--- config.mk ---
export PLATFORM = sky130hd
export DESIGN_NAME = rsst_ctrl
export DESIGN_NICKNAME = d
export VERILOG_FILES = /design/src/sv/rsst_pkg.sv /design/src/sv/rsst_ctrl.sv
export SDC_FILE = /design/constraint.sdc
export NUM_CORES = 1
export LEC_CHECK = 0
export ABC_AREA = 1
export ABC_CLOCK_PERIOD_IN_PS = 4600
export BUFFER_PORTS_ARGS = -buffer_cell sky130_fd_sc_hd__buf_2
export CORE_MARGIN = 5
export CORE_UTILIZATION = 50
export DETAILED_ROUTE_END_ITERATION = 8
export GPL_ROUTABILITY_DRIVEN = 1
export PLACE_DENSITY_LB_ADDON = 0.3
export SLEW_MARGIN = 20
export SYNTH_ARGS = -nofsm -noshare
export SYNTH_HDL_FRONTEND = slang
export SYNTH_SLANG_ARGS = --single-unit
--- constraint.sdc ---
create_clock -name clk_i -period 4.6 [get_ports clk_i]
set_input_delay 0.46 -clock clk_i [delete_from_list [all_inputs] [get_ports clk_i]]
set_output_delay 0.46 -clock clk_i [all_outputs]
set_load 0.005 [all_outputs]
--- src/sv/rsst_pkg.sv ---
// Shared widths, codes and types of the range spread segment tree.
package rsst_pkg;

  localparam int unsigned LEAVES = 1024;
  localparam int LEAF_W = $clog2(LEAVES);
  localparam int NODE_W = LEAF_W + 1;
  localparam int IDX_W = NODE_W + 1;
  localparam int POS_W = 10;
  localparam int VAL_W = 32;
  localparam int IN_DATA_W = ((2 * POS_W + VAL_W + 7) / 8) * 8;
  localparam int OUT_DATA_W = VAL_W;

  localparam logic CMD_UPDATE = 1'b0;
  localparam logic CMD_QUERY = 1'b1;

  typedef struct packed {
    logic signed [VAL_W-1:0] mx;
    logic signed [VAL_W-1:0] mn;
  } node_t;

  typedef struct packed {
    logic en;
    logic [NODE_W-1:0] addr;
    node_t data;
  } ram_wr_t;

  typedef struct packed {
    logic [NODE_W-1:0] addr_a;
    logic [NODE_W-1:0] addr_b;
  } ram_rd_t;

  typedef struct packed {
    logic valid;
    logic [VAL_W-1:0] spread;
    logic err;
  } result_t;

endpackage

--- src/sv/rsst_ctrl.sv ---
// Sequencer: clear pass, leaf update up to the root, range fold for queries.
module rsst_ctrl (
  input  logic                          clk_i,
  input  logic                          rst_ni,
  input  logic                          in_valid_i,
  output logic                          in_ready_o,
  input  logic                          in_cmd_i,
  input  logic [rsst_pkg::POS_W-1:0]    in_first_i,
  input  logic [rsst_pkg::POS_W-1:0]    in_last_i,
  input  logic [rsst_pkg::VAL_W-1:0]    in_value_i,
  input  logic                          out_free_i,
  output rsst_pkg::result_t             res_o,
  output rsst_pkg::ram_wr_t             ram_wr_o,
  output rsst_pkg::ram_rd_t             ram_rd_o,
  input  rsst_pkg::node_t               rd_a_i,
  input  rsst_pkg::node_t               rd_b_i
);

  localparam logic [2:0] ST_CLR   = 3'd0;
  localparam logic [2:0] ST_IDLE  = 3'd1;
  localparam logic [2:0] ST_URD   = 3'd2;
  localparam logic [2:0] ST_UWR   = 3'd3;
  localparam logic [2:0] ST_QRD   = 3'd4;
  localparam logic [2:0] ST_QFOLD = 3'd5;
  localparam logic [2:0] ST_DONE  = 3'd6;

  localparam logic signed [rsst_pkg::VAL_W-1:0] VAL_MIN = {1'b1, {(rsst_pkg::VAL_W-1){1'b0}}};
  localparam logic signed [rsst_pkg::VAL_W-1:0] VAL_MAX = {1'b0, {(rsst_pkg::VAL_W-1){1'b1}}};

  logic [2:0]                         state_q, state_d;
  logic [rsst_pkg::NODE_W-1:0]        clr_q, clr_d;
  logic [rsst_pkg::NODE_W-1:0]        cur_q, cur_d;
  logic [rsst_pkg::IDX_W-1:0]         lo_q, lo_d, hi_q, hi_d;
  logic signed [rsst_pkg::VAL_W-1:0]  mx_q, mx_d, mn_q, mn_d;
  logic                               err_q, err_d;

  logic [rsst_pkg::IDX_W-1:0]         hi_m1;
  logic [rsst_pkg::IDX_W-1:0]         lo_step, hi_step;
  logic [rsst_pkg::NODE_W-1:0]        parent;
  logic signed [rsst_pkg::VAL_W-1:0]  fmx, fmn;
  logic                               upd_ok, qry_ok;

  assign in_ready_o = (state_q == ST_IDLE);
  assign hi_m1 = hi_q - rsst_pkg::IDX_W'(1);
  assign parent = cur_q >> 1;
  assign upd_ok = (32'(in_first_i) < rsst_pkg::LEAVES);
  assign qry_ok = (in_first_i <= in_last_i) && (32'(in_last_i) < rsst_pkg::LEAVES);

  always_comb begin
    state_d = state_q;
    clr_d = clr_q;
    cur_d = cur_q;
    lo_d = lo_q;
    hi_d = hi_q;
    mx_d = mx_q;
    mn_d = mn_q;
    err_d = err_q;
    ram_wr_o = '0;
    ram_rd_o = '0;
    res_o = '0;
    fmx = mx_q;
    fmn = mn_q;
    lo_step = lo_q;
    hi_step = hi_q;
    case (state_q)
      ST_CLR: begin
        ram_wr_o.en = 1'b1;
        ram_wr_o.addr = clr_q;
        clr_d = clr_q + rsst_pkg::NODE_W'(1);
        if (&clr_q) begin
          state_d = ST_IDLE;
        end
      end
      ST_IDLE: begin
        if (in_valid_i) begin
          if (in_cmd_i == rsst_pkg::CMD_UPDATE) begin
            if (upd_ok) begin
              cur_d = rsst_pkg::NODE_W'(rsst_pkg::LEAVES) + rsst_pkg::NODE_W'(in_first_i);
              ram_wr_o.en = 1'b1;
              ram_wr_o.addr = cur_d;
              ram_wr_o.data.mx = $signed(in_value_i);
              ram_wr_o.data.mn = $signed(in_value_i);
              mx_d = $signed(in_value_i);
              mn_d = $signed(in_value_i);
              state_d = ST_URD;
            end
          end else if (qry_ok) begin
            lo_d = rsst_pkg::IDX_W'(rsst_pkg::LEAVES) + rsst_pkg::IDX_W'(in_first_i);
            hi_d = rsst_pkg::IDX_W'(rsst_pkg::LEAVES) + rsst_pkg::IDX_W'(in_last_i)
                   + rsst_pkg::IDX_W'(1);
            mx_d = VAL_MIN;
            mn_d = VAL_MAX;
            err_d = 1'b0;
            state_d = ST_QRD;
          end else begin
            err_d = 1'b1;
            state_d = ST_DONE;
          end
        end
      end
      ST_URD: begin
        ram_rd_o.addr_a = cur_q ^ rsst_pkg::NODE_W'(1);
        state_d = ST_UWR;
      end
      ST_UWR: begin
        if ($signed(rd_a_i.mx) > mx_q) fmx = $signed(rd_a_i.mx);
        if ($signed(rd_a_i.mn) < mn_q) fmn = $signed(rd_a_i.mn);
        ram_wr_o.en = 1'b1;
        ram_wr_o.addr = parent;
        ram_wr_o.data.mx = fmx;
        ram_wr_o.data.mn = fmn;
        mx_d = fmx;
        mn_d = fmn;
        cur_d = parent;
        state_d = (parent == rsst_pkg::NODE_W'(1)) ? ST_IDLE : ST_URD;
      end
      ST_QRD: begin
        if (lo_q < hi_q) begin
          ram_rd_o.addr_a = lo_q[rsst_pkg::NODE_W-1:0];
          ram_rd_o.addr_b = hi_m1[rsst_pkg::NODE_W-1:0];
          state_d = ST_QFOLD;
        end else begin
          state_d = ST_DONE;
        end
      end
      ST_QFOLD: begin
        // odd left bound and odd right bound each fold one node
        if (lo_q[0]) begin
          if ($signed(rd_a_i.mx) > fmx) fmx = $signed(rd_a_i.mx);
          if ($signed(rd_a_i.mn) < fmn) fmn = $signed(rd_a_i.mn);
          lo_step = lo_q + rsst_pkg::IDX_W'(1);
        end
        if (hi_q[0]) begin
          if ($signed(rd_b_i.mx) > fmx) fmx = $signed(rd_b_i.mx);
          if ($signed(rd_b_i.mn) < fmn) fmn = $signed(rd_b_i.mn);
          hi_step = hi_m1;
        end
        mx_d = fmx;
        mn_d = fmn;
        lo_d = lo_step >> 1;
        hi_d = hi_step >> 1;
        state_d = ST_QRD;
      end
      ST_DONE: begin
        if (out_free_i) begin
          res_o.valid = 1'b1;
          res_o.err = err_q;
          res_o.spread = err_q ? '0 : ($unsigned(mx_q) - $unsigned(mn_q));
          state_d = ST_IDLE;
        end
      end
      default: begin
        state_d = ST_IDLE;
      end
    endcase
  end

  always_ff @(posedge clk_i or negedge rst_ni) begin
    if (!rst_ni) begin
      state_q <= ST_CLR;
      clr_q <= '0;
    end else begin
      state_q <= state_d;
      clr_q <= clr_d;
    end
  end

  always_ff @(posedge clk_i) begin
    cur_q <= cur_d;
    lo_q <= lo_d;
    hi_q <= hi_d;
    mx_q <= mx_d;
    mn_q <= mn_d;
    err_q <= err_d;
  end

endmodule

==> results of run 1 <==
==> per-layer routing <==
layer,vias up,share of wire [%]
met3,258,9.5
met5,-,0.11
li1,8213,-
met1,8034,36
met4,12,6.9
met2,1020,47
==> what timing repair did <==
item,in CTS,in global routing
endpoints found under the hold margin,14,0
hold buffers,1,0
gates resized for setup,104,215
setup endpoints to repair,63,73
pin swaps,16,65
cloned,3,6
buffers inserted,21,18
==> worst max-delay path by stage <==
stage / from / to / slack [ps] / cells after the start
floorplan: rd_a_i[43] / mx_q[0] / 0.2 / 28
global placement: rd_a_i[41] / mx_q[10] / -650 / 30
detailed placement: rd_a_i[41] / mx_q[30] / -790 / 30
CTS: mx_q[11] / mx_q[16] / -280 / 30
global route: mx_q[17] / mx_q[16] / -860 / 30
finish: mx_q[17] / mx_q[16] / -600 / 30
==> state kept, by name, indices dropped and copies added (netlist names) <==
name / cells
mn_q: 32
mx_q: 32
hi_q: 12
clr_q: 11
cur_q: 11
lo_q: 11
state_q: 3
err_q: 1
==> cells in the mapped netlist (all sizes together), types with 32 or more instances <==
cell	count	share of area, %
a21oi	125	4.4
clkbuf	71	1.9
edfxtp	99	21
ha	183	16
inv	340	8.9
nand2	484	13
nand3	79	3.0
nand4	55	2.4
nor2	114	3.0
o211ai	48	2.5
o21a	33	1.7
o21ai	307	11
or2	32	1.4
==> worst register-to-register path: cells and delay by family, from the launching register on <==
family	cells	cell delay (ps)
AOI/OAI and AO/OA	13	2120
buffers and inverters	5	640
and+or+nand+nor	9	1140
adders and majority gates	2	500
DFF	1	420
xor gates and xnor gates	1	190
==> per-stage QoR <==
stage	setup TNS (ps)	cells	power, mW	utilization, %	instance area [um2]
finish	-16500	3003	16.52	70.25	19680
global placement	-24400	2923	11.97	62.51	17510
detailed placement	-28270	2923	12.22	62.51	17510
floorplan	0	2129	8.139	-	14280
CTS	-8353	2979	14.74	66.81	18710
global route	-26230	3002	17.64	70.24	19680
==> area by class of cell <==
class | instances | area share [%]
tap | 378 | 2.404
antenna | 2 | 0.02543
sequential | 113 | 16.89
multi-input combinational | 1585 | 51.97
clock buffer | 21 | 2.613
clock inverter | 11 | 0.6931
inverter | 342 | 6.549
timing repair buffer | 551 | 18.86
==> kinds of logic after synthesis <==
family / Yosys count / synth area share [%]
AO/OA/AOI/OAI: 576 / 22.77
XOR/XNOR: 27 / 1.656
adder cells (fa/ha/maj): 184 / 16.18
buffers and inverters: 431 / 11.58
flip-flops: 113 / 23.28
AND/OR/NAND/NOR: 798 / 24.54
==> cells in the final DEF (no fill, tap or decap), types with 21 or more instances in the layout <==
| cell type | count |
|---|---|
| inv_2 | 29 |
| edfxtp_1 | 99 |
| xor2_1 | 22 |
| nand3_1 | 70 |
| buf_2 | 318 |
| nor2_1 | 79 |
| inv_1 | 309 |
| a21oi_1 | 104 |
| nand2_1 | 427 |
| o21ai_0 | 204 |
| o21a_1 | 33 |
| ha_4 | 22 |
| nand4_1 | 55 |
| o21ai_1 | 70 |
| ha_1 | 160 |
| o21ai_2 | 31 |
| nand2_2 | 52 |
| or2_2 | 23 |
| a21oi_2 | 21 |
| nor2_2 | 22 |
| clkbuf_16 | 25 |
| buf_4 | 198 |
| o211ai_1 | 48 |
==> power groups by stage <==
stage	clock network [mW]	registers, mW	logic, mW
after floorplan	0	2.03	6.11
after global placement	0	2.02	9.95
after detailed placement	0	2.03	10.2
after CTS	1.49	2.02	11.2
after global routing	1.54	2.07	14.0
final	1.50	2.04	13.0
==> flow_summary.json, run 1 <==
{
  "status": "finished, violations left",
  "violations": "setup timing",
  "rows": 61,
  "core_mm2": 0.02801,
  "fin_hold_ws_ps": 366.8,
  "skew_ps": 14.31,
  "r2r_end": "mx_q[16]",
  "synth_area_mm2": 0.01428,
  "grt_pass1_wl_mm": 90.51,
  "fill_cells": 2407,
  "cts-buffers-inserted": 17,
  "vias_per_cell": 5.840,
  "cts-root-buf": "clkbuf_16",
  "path_buf_inv": 5,
  "clk_pin_slew_ps": 70,
  "cts_sinks": 113,
  "ys_seq_area_share_pct": 23.28,
  "p_clk_share_pct": 9.1,
  "relSlewSlack_pct": 28.15,
  "critPathMaxFanout": 19,
  "reg2regPathDepth": 30,
  "syn-instance-count": 2129,
  "cp_top_family": "compound AO/OA/AOI/OAI gates",
  "grt_use_total_pct": 36.93,
  "first_pass_iters": 9,
  "synth.net_count": 2498,
  "setup_violations": 32,
  "clk_latency_ps": 430,
  "critPathRequiredTime_ps": 4850,
  "critical_path.max_stage_delay_ps": 420,
  "fin_nets": 2979,
  "holdPathEnd": "lo_q[9]",
  "drive_above_1_share_pct": 31.83,
  "totalWireLength_mm": 63.48,
  "synth.avg_cell_area_um2": 6.706,
  "ys.flop_type": "edfxtp_1",
  "initial_core_util_pct": 50.97,
  "antenna_found_initial": 7,
  "cap_violations": 0,
  "hp-class": "in2reg",
  "crit_type": "reg2reg",
  "critPathCaptureType": "flip-flop",
  "num_vias": 17540,
  "dieWidth_um": 179.0,
  "hold_depth": 3,
  "worstPathArrival_ps": 5450,
  "reg2reg_from": "mx_q[17]",
  "top_usage_layer": "met2",
  "power_switching_mw": 8.300,
  "async_flop_share_pct": 12.39,
  "seq_power_share_pct": 12.3,
  "p_per_area_mw_per_mm2": 839.4,
  "max_slew.worst_pin.slew_ps": 1076,
  "rrSetupSlack_ps": -600,
  "use_met3_pct": 7.866,
  "start_kind": "flip-flop",
  "grt.overflow.total": 0,
  "pwr-share-comb_pct": 78.6,
  "use_met1_pct": 42.32,
  "die-height_um": 179.0,
  "grt_pass1_vias": 16610,
  "cts_buffer_depth": 2,
  "hpwl_mm": 47.94,
  "p_int_mw": 8.217,
  "portBuffers": 317,
  "drc_errors": 0,
  "synth_edf_count": 99,
  "rsz0062_at_grt": "true",
  "drtIter0Drc": 1885,
  "ir_worst_vdd_mv": 0.5479,
  "slew_violations": 0,
  "ys_types": 52,
  "period_needed_ps": 5202,
  "dp_slack_ps": -786.7,
  "seq_area_mm2": 0.003323,
  "max_freq_mhz": 192.2,
  "power.leakage_nw": 10.02,
  "yosysWarnings": 0,
  "syn2layout_area_growth_pct": 37.84,
  "fin_ws_ps": -602.2,
  "cp_slowest_cell": "edfxtp_1",
  "hold_viol_final": 0,
  "finalCritPeriodShare_pct": 113.1,
  "switching_share_pct": 50.25,
  "antenna_left": 0,
  "hp-start": "in_first_i[9]",
  "multi_input_area_mm2": 0.01023,
  "wl_per_cell_um": 21.14,
  "gp_congestion": 0.9839,
  "h-tree-depth": 4,
  "grt_max_degree": 92,
  "cts_tree": "done",
  "use_met2_pct": 62.98,
  "io_pins": 318,
  "dieArea_mm2": 0.03203,
  "ys_ff_latch": 113
}
Power figures use the tool's default switching activity.
==> run 2, diff against run 1 <==
ABC_CLOCK_PERIOD_IN_PS = 6100   (was 4600)
clock period = 6.1 ns   (was 4.6 ns; I/O delays follow)
==> run 2 against run 1 <==
The flow now finishes without violations. Register-to-register slack improved by 1000 ps. First-iteration DRC count down 6.8%. Largest cell class unchanged. Power fell by 44%. Clock-buffer cell count fell by 3. Wire length is 6.3% lower. Critical path depth down 3.
==> flow_summary.json, run 2 (synthesis results as in run 1) <==
{
  "status": "finished, final reports clean",
  "cp_top_family": "compound AO/OA/AOI/OAI gates",
  "critical_path.max_stage_delay_ps": 710,
  "top_regs": "mn_q: 32 flops, mx_q: 32 flops, hi_q: 12 flops",
  "h-tree-depth": 4,
  "cts-hold-fix-buffers": 0,
  "clk_pin_slew_ps": 70,
  "cts_sinks": 113,
  "hold_viol_final": 0,
  "start_kind": "flip-flop",
  "worstPathArrival_ps": 5850,
  "grt_pass1_vias": 15680,
  "wl_per_cell_um": 21.30,
  "drc_errors": 0,
  "antenna_left": 0,
  "r2r_end": "mx_q[26]",
  "tns_ps": 0,
  "pwr-share-comb_pct": 71.7,
  "critPathMaxFanout": 24,
  "dieWidth_um": 179.0,
  "ir_worst_vdd_mv": 0.3912,
  "grt_pass1_wl_mm": 88.22,
  "cts_setup_buffers": 0,
  "reg2regPathDepth": 27,
  "num_vias": 16430,
  "met2_length_mm": 27.06,
  "fin_nets": 2769,
  "critPathCaptureType": "flip-flop",
  "power_switching_mw": 5.196,
  "drtIter0Drc": 1757,
  "cts_tree": "done",
  "skew_ps": 15.29,
  "reg2reg_from": "mx_q[15]",
  "drive_above_1_share_pct": 18.44,
  "top_layer": "met5",
  "cp_slowest_cell": "nor4_1",
  "mostFrequentLayoutCells": "nand2_1, inv_1, buf_2",
  "cap_violations": 0,
  "antennaDiodeCount": 0,
  "final_common_cell": "nand2_1",
  "max_freq_mhz": 175.8,
  "critPathRequiredTime_ps": 6260,
  "cp.depth": 27,
  "core_mm2": 0.02801,
  "stdcell_area_mm2": 0.01676,
  "initial_core_util_pct": 50.97,
  "antenna_found_initial": 3,
  "grt.overflow.total": 0,
  "crit_path_end": "mx_q[26]",
  "grt_use_total_pct": 36.11,
  "switching_share_pct": 55.72,
  "cts-buffers-inserted": 17,
  "rows": 61,
  "path_buf_inv": 4,
  "placed_cell_area_mm2": 0.01617,
  "seq_power_share_pct": 17.2,
  "syn2layout_area_growth_pct": 17.41,
  "seq_area_mm2": 0.003323,
  "placed_cells": 2759,
  "crit_type": "reg2reg",
  "totalWireLength_mm": 59.46,
  "finalCritPeriodShare_pct": 93.27,
  "max_slew.worst_pin.slew_ps": 1112,
  "slew_violations": 0,
  "p_int_mw": 4.129,
  "power.leakage_nw": 8.720,
  "vias_per_cell": 5.885,
  "setup_violations": 0,
  "relSlewSlack_pct": 25.77,
  "portBuffers": 317,
  "rrSetupSlack_ps": 410,
  "instances_no_fill": 2791,
  "hpwl_mm": 47.68,
  "critPathLaunch": "mx_q[15]",
  "fill_cells": 2776,
  "wl_met1_mm": 22.95,
  "cts_resized": 0,
  "cts-root-buf": "clkbuf_16",
  "p_clk_share_pct": 11.1,
  "grt_max_degree": 92,
  "clk_latency_ps": 430,
  "cts_buffer_depth": 2,
  "p_per_area_mw_per_mm2": 556.4,
  "rsz0062_at_grt": "false",
  "met3_wirelength_mm": 5.728,
  "dieArea_mm2": 0.03203,
  "io_pins": 318,
  "cpMostUsedCell": "nand2_1",
  "period_needed_ps": 5689,
  "hp-class": "in2async",
  "gp_congestion": 0.9966,
  "first_pass_iters": 7,
  "multi_input_area_mm2": 0.009315,
  "die-height_um": 179.0
}
## run 2: layer usage
layer	global-route usage [%]	vias to the layer above
met4	19.28	6
met5	0	-
met3	6.706	173
li1	-	7787
met1	44.28	7565
met2	60.12	894
## run 2: through the flow
stage / worst slack [ps] / utilization (%) / power (mW) / hold WS [ps]
global route: 34.38 / 59.84 / 10.15 / 90.00
CTS: 526.0 / 59.84 / 9.175 / 75.82
finish: 410.6 / 59.84 / 9.325 / 67.81
floorplan: 1297 / - / 6.134 / 314.4
detailed placement: 320.8 / 57.74 / 8.113 / 489.0
global placement: 437.2 / 57.74 / 8.013 / 485.7
## run 2: power groups by stage
| stage | combinational [mW] | clock (mW) | sequential, mW |
|---|---|---|---|
| after global placement | 6.40 | 0 | 1.61 |
| after detailed placement | 6.50 | 0 | 1.62 |
| after floorplan | 4.60 | 0 | 1.53 |
| after global routing | 7.45 | 1.06 | 1.64 |
| after CTS | 6.54 | 1.03 | 1.60 |
| final | 6.68 | 1.03 | 1.61 |
## run 2: how the worst min path moves through the flow
stage	start	endpoint	slack [ps]	cells after the start
3_5_place_dp	clr_q[2]	clr_q[2]	490	1
4_1_cts	rst_ni	clr_q[8]	80	1
3_3_place_gp	clr_q[2]	clr_q[2]	490	1
2_1_floorplan	rst_ni	clr_q[0]	310	0
5_1_grt	rst_ni	clr_q[8]	90	1
6_report	rst_ni	clr_q[8]	70	1
## run 2: cell type report
cell class | instances | area share, %
Multi-Input combinational cell | 1585 | 55.58
Sequential cell | 113 | 19.83
Timing Repair Buffer | 341 | 10.62
Inverter | 342 | 7.659
Tap cell | 378 | 2.822
Clock buffer | 18 | 2.560
Clock inverter | 14 | 0.9406
